--- src/hdl/bba_pkg.sv ---
// Shared types, constants and helper functions for the bitmap block allocator.
// Used by every file of the allocator but bba_ram; depends on nothing else.
package bba_pkg;

    localparam int MAX_BLOCKS_DEF = 4096;
    localparam int WORD_W         = 64;
    localparam int LOG_W          = 6;
    localparam int CFG_W          = 13;
    localparam int ID_W           = 12;
    localparam int ST_W           = 2;
    localparam int CFG_IDX_W      = 1;

    localparam logic [ST_W-1:0] ST_OK      = 2'd0;
    localparam logic [ST_W-1:0] ST_NOSPACE = 2'd1;
    localparam logic [ST_W-1:0] ST_RANGE   = 2'd2;

    localparam logic FUNC_ALLOC = 1'b0;
    localparam logic FUNC_FREE  = 1'b1;

    localparam logic [CFG_IDX_W-1:0] CFG_TOTAL_BLOCKS = 1'b0;
    localparam logic [CFG_IDX_W-1:0] CFG_FIRST_DATA   = 1'b1;

    localparam logic [CFG_W-1:0] TOTAL_BLOCKS_RST = 13'd4096;
    localparam logic [CFG_W-1:0] FIRST_DATA_RST   = 13'd0;

    typedef struct packed {
        logic             is_first;
        logic             is_last;
        logic [LOG_W-1:0] start_bit;
        logic [LOG_W-1:0] end_bit;
    } scan_bounds_t;

    typedef struct packed {
        logic             found;
        logic [LOG_W-1:0] bit_idx;
    } scan_result_t;

    function automatic scan_result_t lowest_set(input logic [WORD_W-1:0] vec);
        logic [WORD_W-1:0] iso;
        scan_result_t      res;
        iso = vec & (~vec + WORD_W'(1));
        res.found   = |vec;
        res.bit_idx = '0;
        for (int i = 0; i < WORD_W; i++) begin
            if (iso[i]) begin
                res.bit_idx = res.bit_idx | LOG_W'(i);
            end
        end
        return res;
    endfunction

endpackage

--- src/hdl/bba_ram.sv ---
// Generic single-port synchronous RAM with a registered read.
// Stand-alone; used for the allocator's used-block map.
module bba_ram #(
    parameter int WIDTH = 64,
    parameter int DEPTH = 64
) (
    input  logic                                  clk,
    input  logic                                  en,
    input  logic                                  we,
    input  logic [(DEPTH > 1 ? $clog2(DEPTH) : 1)-1:0] addr,
    input  logic [WIDTH-1:0]                      wdata,
    output logic [WIDTH-1:0]                      rdata
);

    logic [WIDTH-1:0] mem [DEPTH];

    always_ff @(posedge clk)
    begin
        if (en)
        begin
            if (we)
            begin
                mem[addr] <= wdata;
            end
            else
            begin
                rdata <= mem[addr];
            end
        end
    end

endmodule

--- src/hdl/bba_word_scan.sv ---
// Masks one map word to the searchable block range and finds its lowest free block.
// Depends on bba_pkg.
module bba_word_scan
    import bba_pkg::*;
(
    input  logic [WORD_W-1:0] word,
    input  scan_bounds_t      bounds,
    output scan_result_t      result
);

    logic [WORD_W-1:0] lo_mask;
    logic [WORD_W-1:0] hi_mask;

    always_comb
    begin
        lo_mask = bounds.is_first ? ({WORD_W{1'b1}} << bounds.start_bit) : {WORD_W{1'b1}};
        hi_mask = bounds.is_last
                ? ({WORD_W{1'b1}} >> (LOG_W'(WORD_W - 1) - bounds.end_bit))
                : {WORD_W{1'b1}};
        result  = lowest_set(~word & lo_mask & hi_mask);
    end

endmodule

--- src/hdl/bitmap_block_allocator.sv ---
// Bitmap block allocator: one used bit per block, kept in a single-port RAM of 64-bit words.
// An allocate scans the map one word per cycle through the single RAM port, from the word that
// holds first_data_block up to the word holding the lowest free block (or the last valid block),
// and sets that block's bit. A free reads the word, modifies it and writes it back; a free out
// of range or an allocate with no searchable range goes straight to its result without using
// the map. One item is in work at a time, and the next item is taken while the previous result
// waits in the output register. After reset the map is cleared one word per cycle while
// in_ready is low; configuration writes must be made only while the block is idle, which the
// block itself does not enforce.
module bitmap_block_allocator
    import bba_pkg::*;
#(
    parameter int MAX_BLOCKS = MAX_BLOCKS_DEF
) (
    input  logic                 clk,
    input  logic                 rst_n,
    input  logic                 cfg_we,
    input  logic [CFG_IDX_W-1:0] cfg_index,
    input  logic [CFG_W-1:0]     cfg_data,
    input  logic                 in_valid,
    output logic                 in_ready,
    input  logic                 func,
    input  logic [ID_W-1:0]      block_id,
    output logic                 out_valid,
    input  logic                 out_ready,
    output logic [ST_W-1:0]      status,
    output logic [ID_W-1:0]      granted_block
);

    localparam int DEPTH  = (MAX_BLOCKS + WORD_W - 1) / WORD_W;
    localparam int ADDR_W = (DEPTH > 1) ? $clog2(DEPTH) : 1;
    localparam int LIM_W  = ($clog2(MAX_BLOCKS) + 1 > CFG_W) ? $clog2(MAX_BLOCKS) + 1 : CFG_W;
    localparam int WIDE_W = (ADDR_W + LOG_W > LIM_W) ? ADDR_W + LOG_W : LIM_W;

    typedef enum logic [4:0] {
        S_CLEAR = 5'b00001,
        S_IDLE  = 5'b00010,
        S_SCAN  = 5'b00100,
        S_FREE  = 5'b01000,
        S_DONE  = 5'b10000
    } state_t;

    state_t            state_reg, state_next;
    logic [CFG_W-1:0]  total_reg, first_reg;
    logic [ADDR_W-1:0] clr_reg, clr_next;
    logic [ADDR_W-1:0] cur_reg, cur_next;
    logic [LOG_W-1:0]  bit_reg, bit_next;
    logic [ST_W-1:0]   res_status_reg, res_status_next;
    logic [ID_W-1:0]   res_grant_reg, res_grant_next;
    logic              out_valid_reg, out_valid_next;
    logic [ST_W-1:0]   out_status_reg, out_status_next;
    logic [ID_W-1:0]   out_grant_reg, out_grant_next;

    logic [WIDE_W-1:0] limit_w, first_w, id_w, last_w, grant_w;
    logic [ADDR_W-1:0] start_word, last_word, id_word;
    logic              alloc_empty, free_bad, load_out;

    logic              ram_en, ram_we;
    logic [ADDR_W-1:0] ram_addr;
    logic [WORD_W-1:0] ram_wdata, ram_rdata;

    scan_bounds_t      bounds;
    scan_result_t      scan;

    bba_ram #(
        .WIDTH (WORD_W),
        .DEPTH (DEPTH)
    ) u_map (
        .clk   (clk),
        .en    (ram_en),
        .we    (ram_we),
        .addr  (ram_addr),
        .wdata (ram_wdata),
        .rdata (ram_rdata)
    );

    bba_word_scan u_scan (
        .word   (ram_rdata),
        .bounds (bounds),
        .result (scan)
    );

    always_comb
    begin
        limit_w     = (WIDE_W'(total_reg) > WIDE_W'(MAX_BLOCKS))
                    ? WIDE_W'(MAX_BLOCKS) : WIDE_W'(total_reg);
        first_w     = WIDE_W'(first_reg);
        id_w        = WIDE_W'(block_id);
        last_w      = limit_w - WIDE_W'(1);
        alloc_empty = first_w >= limit_w;
        free_bad    = id_w >= limit_w;
        start_word  = first_w[LOG_W +: ADDR_W];
        last_word   = last_w[LOG_W +: ADDR_W];
        id_word     = id_w[LOG_W +: ADDR_W];
        grant_w     = WIDE_W'({cur_reg, scan.bit_idx});

        bounds.is_first  = cur_reg == start_word;
        bounds.is_last   = cur_reg == last_word;
        bounds.start_bit = first_w[LOG_W-1:0];
        bounds.end_bit   = last_w[LOG_W-1:0];
    end

    always_comb
    begin
        state_next      = state_reg;
        clr_next        = clr_reg;
        cur_next        = cur_reg;
        bit_next        = bit_reg;
        res_status_next = res_status_reg;
        res_grant_next  = res_grant_reg;
        ram_en          = 1'b0;
        ram_we          = 1'b0;
        ram_addr        = cur_reg;
        ram_wdata       = '0;
        load_out        = 1'b0;

        unique case (state_reg)
            S_CLEAR:
            begin
                ram_en   = 1'b1;
                ram_we   = 1'b1;
                ram_addr = clr_reg;
                clr_next = clr_reg + ADDR_W'(1);
                if (clr_reg == ADDR_W'(DEPTH - 1))
                begin
                    state_next = S_IDLE;
                end
            end
            S_IDLE:
            begin
                res_grant_next = '0;
                if (in_valid)
                begin
                    if (func == FUNC_ALLOC)
                    begin
                        if (alloc_empty)
                        begin
                            res_status_next = ST_NOSPACE;
                            state_next      = S_DONE;
                        end
                        else
                        begin
                            ram_en     = 1'b1;
                            ram_addr   = start_word;
                            cur_next   = start_word;
                            state_next = S_SCAN;
                        end
                    end
                    else
                    begin
                        if (free_bad)
                        begin
                            res_status_next = ST_RANGE;
                            state_next      = S_DONE;
                        end
                        else
                        begin
                            ram_en     = 1'b1;
                            ram_addr   = id_word;
                            cur_next   = id_word;
                            bit_next   = id_w[LOG_W-1:0];
                            state_next = S_FREE;
                        end
                    end
                end
            end
            S_SCAN:
            begin
                if (scan.found)
                begin
                    ram_en          = 1'b1;
                    ram_we          = 1'b1;
                    ram_wdata       = ram_rdata | (WORD_W'(1) << scan.bit_idx);
                    res_status_next = ST_OK;
                    res_grant_next  = grant_w[ID_W-1:0];
                    state_next      = S_DONE;
                end
                else if (bounds.is_last)
                begin
                    res_status_next = ST_NOSPACE;
                    state_next      = S_DONE;
                end
                else
                begin
                    ram_en   = 1'b1;
                    ram_addr = cur_reg + ADDR_W'(1);
                    cur_next = cur_reg + ADDR_W'(1);
                end
            end
            S_FREE:
            begin
                ram_en          = 1'b1;
                ram_we          = 1'b1;
                ram_wdata       = ram_rdata & ~(WORD_W'(1) << bit_reg);
                res_status_next = ST_OK;
                state_next      = S_DONE;
            end
            S_DONE:
            begin
                if (!out_valid_reg || out_ready)
                begin
                    load_out   = 1'b1;
                    state_next = S_IDLE;
                end
            end
        endcase
    end

    always_comb
    begin
        out_valid_next  = out_valid_reg;
        out_status_next = out_status_reg;
        out_grant_next  = out_grant_reg;
        if (load_out)
        begin
            out_valid_next  = 1'b1;
            out_status_next = res_status_reg;
            out_grant_next  = res_grant_reg;
        end
        else if (out_ready)
        begin
            out_valid_next = 1'b0;
        end
    end

    always_ff @(posedge clk or negedge rst_n)
    begin
        if (!rst_n)
        begin
            state_reg     <= S_CLEAR;
            clr_reg       <= '0;
            out_valid_reg <= 1'b0;
            total_reg     <= TOTAL_BLOCKS_RST;
            first_reg     <= FIRST_DATA_RST;
        end
        else
        begin
            state_reg     <= state_next;
            clr_reg       <= clr_next;
            out_valid_reg <= out_valid_next;
            if (cfg_we)
            begin
                unique case (cfg_index)
                    CFG_TOTAL_BLOCKS: total_reg <= cfg_data;
                    CFG_FIRST_DATA:   first_reg <= cfg_data;
                endcase
            end
        end
    end

    always_ff @(posedge clk)
    begin
        cur_reg        <= cur_next;
        bit_reg        <= bit_next;
        res_status_reg <= res_status_next;
        res_grant_reg  <= res_grant_next;
        out_status_reg <= out_status_next;
        out_grant_reg  <= out_grant_next;
    end

    assign in_ready      = state_reg == S_IDLE;
    assign out_valid     = out_valid_reg;
    assign status        = out_status_reg;
    assign granted_block = out_grant_reg;

endmodule

--- config.mk ---
export PLATFORM = sky130hd
export DESIGN_NAME = bitmap_block_allocator
export DESIGN_NICKNAME = d
export VERILOG_FILES = /design/src/hdl/bba_pkg.sv /design/src/hdl/bba_ram.sv /design/src/hdl/bba_word_scan.sv /design/src/hdl/bitmap_block_allocator.sv
export SDC_FILE = /design/constraint.sdc
export NUM_CORES = 2
export LEC_CHECK = 0
export BUFFER_PORTS_ARGS = -buffer_cell sky130_fd_sc_hd__buf_2
export CORE_MARGIN = 10
export CORE_UTILIZATION = 45
export DETAILED_ROUTE_END_ITERATION = 8
export PLACE_DENSITY = 0.6
export SLEW_MARGIN = 5
export SYNTH_ARGS = -nofsm -noshare
export SYNTH_HDL_FRONTEND = slang
export SYNTH_HIERARCHICAL = 1
export SYNTH_SLANG_ARGS = --single-unit
--- constraint.sdc ---
create_clock -name clk -period 9.8 [get_ports clk]
set_clock_uncertainty 0.15 [all_clocks]
set_input_delay 0.98 -clock clk [delete_from_list [all_inputs] [get_ports clk]]
set_output_delay 0.98 -clock clk [all_outputs]
set_load 0.05 [all_outputs]
=== Word level (Yosys, flattened, before mapping) ===
Memory sizes are Yosys's and may differ from the RTL's. A register that Yosys moved wholly into a read port is not among the register bits.
Cells that the tools add are included.

* Memories kept: 1
* Bits in writable memories: 4096
* Input bits: 32
* Flip-flop bits (word level): 78
* Output and inout port bits: 16
* Word-level logic and storage cells: 244

{| class="wikitable"
|+ Memories
! name !! words !! width !! rd ports !! clocked after Yosys merged registers in !! write ports !! line !! text
|-
| u_map.mem || 64 || 64 || 1 || 1 || 1 || bba_ram.sv:15 || <nowiki>logic [WIDTH-1:0] mem [DEPTH];</nowiki>
|}

* Magnitude comparators: 3
* Muxes and demuxes: 178
* Eq/ne operators: 20
* Bitwise operators: 8
* Add/subtract/negate cells: 5
* Shift-type cells: 4
* Reductions and logical operators: 14

{| class="wikitable"
|+ Operators with widths
! kind !! number
|-
| 6-bit 2-to-1 mux || 59
|-
| 64-bit bitwise AND || 4
|-
| 64-bit 2-to-1 mux || 4
|-
| 64-bit inverter || 3
|-
| 5-bit 2-to-1 mux || 38
|-
| 64-bit case mux with 2 select lines || 1
|-
| 1-bit by 6-bit << shifter with 64-bit output (first input constant) || 2
|-
| 13-bit 2-to-1 mux || 5
|-
| 64-bit by 1-bit adder with 64-bit output (second input constant) || 1
|-
| 64-bit bitwise OR || 1
|-
| 64-bit OR reduction || 1
|-
| 64-bit by 6-bit << shifter with 64-bit output (first input constant) || 1
|-
| 64-bit by 6-bit right shift with 64-bit output (first input constant) || 1
|-
| 2-bit 2-to-1 mux || 20
|-
| 4-bit 2-to-1 mux || 8
|-
| 1-bit 2-to-1 mux || 30
|-
| 5-bit case mux with 5 select lines || 1
|-
| 12-bit 2-to-1 mux || 2
|-
| 12-bit case mux with 2 select lines || 1
|-
| 6-bit case mux with 3 select lines || 1
|-
| 2-bit inequality test (second input constant) || 7
|-
| 12-bit by 13-bit >= comparator with 1-bit output || 1
|-
| 13-bit >= comparator || 1
|-
| 13-bit greater-than comparator (second input constant) || 1
|-
| other kinds (26) || 38
|}

=== Logic depth before layout (Yosys ltp) ===
* Depth after elaboration: 78
* Depth in mapped cells: 36
* Gate-level depth less buffers: 25

=== Cells and area by module ===
The synthesis kept the hierarchy.

{| class="wikitable"
|+ By module, submodules not included
! module !! seq. area each (um^2) !! cells an instance !! area each (um^2) !! times used
|-
| bba_ram || 124919.8 || 8441 || 157208.3 || 1
|-
| bitmap_block_allocator || 2154.6 || 698 || 5969.5 || 1
|-
| bba_word_scan || 0.0 || 489 || 3236.9 || 1
|}

=== Worst setup path after synthesis ===
No wires, ideal clock.

* Path kind: reg-to-reg
* From: reg total_reg[12]
* To: mem u_map.mem[0][0] (enable)
* Path buffers: 8
* Cell stages (with the launch flop): 31
* Clock period less this slack: 10876 ps
* Data required time: 9163 ps
* Data arrival time: 10239 ps
* Setup time: 487 ps
* Path slack: -1076 ps
* Cell sequence: dfstp_2 clkbuf_1 inv_1 clkbuf_1 nand2_1 ha_1 o21ai_1 or4_1 a32oi_2 and3_4 buf_4 nor3b_4 buf_4 a211oi_1 a22oi_1 nand4_1 nor4_4 nand2_2 buf_6 or4_1 a31oi_1 mux2_2 nand2_1 o211ai_1 or2_2 nor2_1 buf_2 buf_2 buf_1 nand2_1 nor2_1

{| class="wikitable"
|+ RTL lines
! what !! line !! text
|-
| from (decl) || bitmap_block_allocator.sv:44 || <nowiki>logic [CFG_W-1:0] total_reg, first_reg;</nowiki>
|-
| from (signal assigned) || bitmap_block_allocator.sv:244 || <nowiki>CFG_TOTAL_BLOCKS: total_reg <= cfg_data;</nowiki>
|-
| to (decl) || bba_ram.sv:15 ||
|}

==> flow_metrics.py <==
metrics = {
    "synthesis": {
        "synthesis.nets": 9688,
        "yosys-top-cells-count": "edfxtp_1, a221oi_1, a22oi_1, o21ai_0, mux2i_1",
        "synth_area_um2": 166400,
        "synth.distinct_cells": 115,
        "synth-edff-count": 4200,
        "synth_top_area_frac": 0.7579,
        "synth-seq-cells": 4238,
        "yosysSeqAreaShare": 0.7636,
        "avgSynthCellArea_um2": 17.28,
        "synth_top_flop_cell": "edfxtp_1",
        "yosysWarningCount": 6,
        "synth_area_leaders": "edfxtp_1, a221oi_1, mux2i_1",
        "syn_inst": 9628,
        "yosys.area.top_type": "edfxtp_1",
        "async_flop_share": 0.008966,
        "synth_most_common_cell": "edfxtp_1",
    },
    "setup_path": {
        "critPathKind": "flip-flop to flip-flop",
        "crit_fanout": 27,
        "r2r_slack_ps": 290,
        "cp_top_family": "simple AND/OR/NAND/NOR gates",
        "cp_slowest_cell": "nor2b_4",
        "start_kind": "flip-flop",
        "critPathMostFrequentCell": "buf_4",
        "worstPathArrival_ps": 10230,
        "required_ps": 10520,
        "slowest_delay_ps": 980,
        "path_buf_inv": 6,
        "end_kind": "flip-flop",
    },
    "layout": {
        "design_area_um2": 192900,
        "largest_reg_flops": 4096,
        "final_nets": 10153,
        "utilization": 0.5233,
        "stdcell_count": 15389,
        "area_growth_pct": 15.89,
        "drive_gt1_frac": 0.1976,
        "largest-register": "u_map/mem",
        "reg_top3": "u_map/mem: 4096 flops, u_map/rdata: 64 flops",
    },
    "timing": {
        "tightest_slew_ps": 1276,
        "hold_viol_final": 0,
        "max_freq_ghz": 0.1052,
        "finalSetupViolCount": 0,
        "drv_slew": 0,
        "holdWs_ps": 60.70,
        "setup_ws_ps": 290.4,
        "max_slew_margin": 0.1473,
        "min_period_ps": 9510,
        "rsz0062_at_grt": "false",
        "fin_crit_sh": 0.9704,
        "timing.setup.tns_ps": 0,
    },
    "die": {
        "die_h_um": 628.1,
        "die_area_um2": 394500,
        "coreArea_um2": 368600,
        "ioPinCount": 48,
        "die_w_um": 628.1,
        "fp-row-count": 223,
        "start_util": 0.4515,
    },
    "global_route": {
        "antenna_found_initial": 14,
        "grt_pass1_vias": 99467,
        "grt_max_degree": 72,
        "overflow": 0,
        "grt_pass1_wl_um": 795800,
        "track_usage": 0.2807,
    },
    "clocking": {
        "cts-root-buf": "clkbuf_16",
        "cts_tree": "done",
        "ctsHtreeMaxLevel": 5,
        "cts-buffers-inserted": 423,
        "clock_path_buffers": 4,
        "cts.clk_slew.worst_paths_ps": 60,
        "clk_latency_ps": 1020,
        "cts.sinks": 4238,
    },
    "drt": {
        "vias": 102079,
        "avgViaCountPerCell": 6.633,
        "drcViolationCount": 0,
        "dr.pass1.iters": 6,
        "drt-wirelength-per-cell_um": 37.47,
        "first_iter_violations": 14389,
        "drt-total-wl_um": 576700,
        "ant_nets": 0,
    },
    "place": {
        "gp_congestion": 0.9251,
        "place_ws_ps": 64.62,
        "port-buffer-count": 47,
        "placed_area_um2": 179500,
        "dp_hpwl_um": 346500,
        "dp.cells": 14604,
    },
    "pwr": {
        "power-per-cell-area_nw_per_um2": 356.1,
        "ir_worst_vdd_v": 0.0004108,
        "power_leakage_nw": 62.43,
        "p_total_mw": 68.68,
    },
    "job": {
        "drv_cap": 0,
    },
    "worst_hold_path": {
        "hold_class": "input pin to flip-flop",
    },
    "run_status": {
        "status": "finished, final reports clean",
    },
}
-- report_power, final --
part | internal, mW | switching [mW] | total [mW] | leakage [nW]
Sequential | 20.9 | 0.710 | 21.6 | 39.5
Clock | 8.80 | 6.83 | 15.6 | 6.46
Combinational | 11.0 | 20.5 | 31.5 | 16.5
-- cells in the final DEF (no fill, tap or decap), types with 18 or more instances in the layout --
cell type  netlist  final
nor3_1         136    133
a221o_1         64     64
inv_1           37     35
nand4_1         60     60
nor2_1         370    295
ha_1            28     28
o21ai_0        402    402
a31oi_1         19     19
nor2_4           0     76
o31a_1          29     29
mux2_4          28     28
o31ai_1         40     40
a21oi_4          0     64
clkinv_1         0    114
o22ai_1        216    216
a211oi_1        50     50
a22o_1         124    124
clkinv_2         0     77
dfrtp_1         36     36
a22oi_1        487    487
mux2_2         299    299
mux4_2         130    130
a21oi_1        376    311
nand4b_1        28     28
edfxtp_1      4200   4200
bufinv_16        0     28
buf_2          173     47
clkbuf_16        0    434
a21boi_0        29     29
clkbuf_1       387     83
nand2_1        203    195
buf_4           32    441
buf_12           0    258
o221a_2         29     29
mux2i_1        390    390
or4_1           35     35
nor4_1          19     18
nand3_1         98     98
a221oi_1       596    591
a222oi_1        30     30
-- cell families (layout without fill, tap and decap cells) --
family | after synthesis | count (layout) | share of synthesized area
xor+xnor | 26 | 26 | 0.001414
fa+ha+maj | 28 | 28 | 0.002105
simple gates | 1103 | 1103 | 0.03339
mux | 847 | 847 | 0.06381
buf+inv | 751 | 1555 | 0.02078
compound gates | 2635 | 2635 | 0.1149
other cells | 0 | 7 | 0
flops | 4238 | 4238 | 0.7636
-- final cells by class --
cell class,instances,area [um2]
fill,29176,175700
sequential,4238,127100
multi-input combinational,4639,37470
clock buffer,517,11170
timing repair buffer,753,8781
tap,4950,6193
clock inverter,247,1993
inverter,38,165.2
antenna,7,17.52
-- worst register-to-register path, stage by stage (launching register included) --
cell and delay (ps):
dfstp_2 690, inv_1 300, nand2_1 220, ha_1 370
o21ai_1 170, or4_1 580, a32oi_2 280, and3_4 380
nor3b_4 440, buf_4 260, o21ai_1 110, a21oi_2 280
nand4b_2 210, nor4_4 350, nand2_2 110, or4_1 630
a31oi_1 280, buf_4 200, mux2_2 330, nand2_1 80
o211ai_1 130, buf_12 220, buf_4 240, nor2b_4 990
buf_12 350, a221oi_1 160, o41ai_1 620, a221o_1 260
-- worst paths after layout --
kind	from	endpoint	depth (start not counted)
hold reg to reg	res_grant_reg[2]	granted_block[2]	0
max in group asynchronous	rst_n	out_valid	2
setup / recovery	total_reg[12]	u_map/rdata[0]	27
min in group asynchronous	rst_n	first_reg[1]	2
setup reg to reg	total_reg[12]	u_map/rdata[0]	27
hold / removal	cfg_data[3]	total_reg[3]	2
-- layer usage --
metal | routed length (um) | track usage | vias to the layer above | part of all wire
met5 | 68 | 0 | - | 0.00012
met4 | 30870 | 0.1263 | 10 | 0.054
met3 | 62520 | 0.06068 | 1281 | 0.11
met2 | 263800 | 0.4382 | 6642 | 0.46
met1 | 219400 | 0.3803 | 53175 | 0.38
li1 | - | - | 40971 | -
-- timing repair --
action	CTS	global route
gates resized for setup	1	4
pin swaps	0	1
buffers inserted	0	7
hold endpoints to repair	32	0
setup endpoints to repair	1	77
hold buffers	7	0
Note: power is estimated with default switching activity, not from simulation.
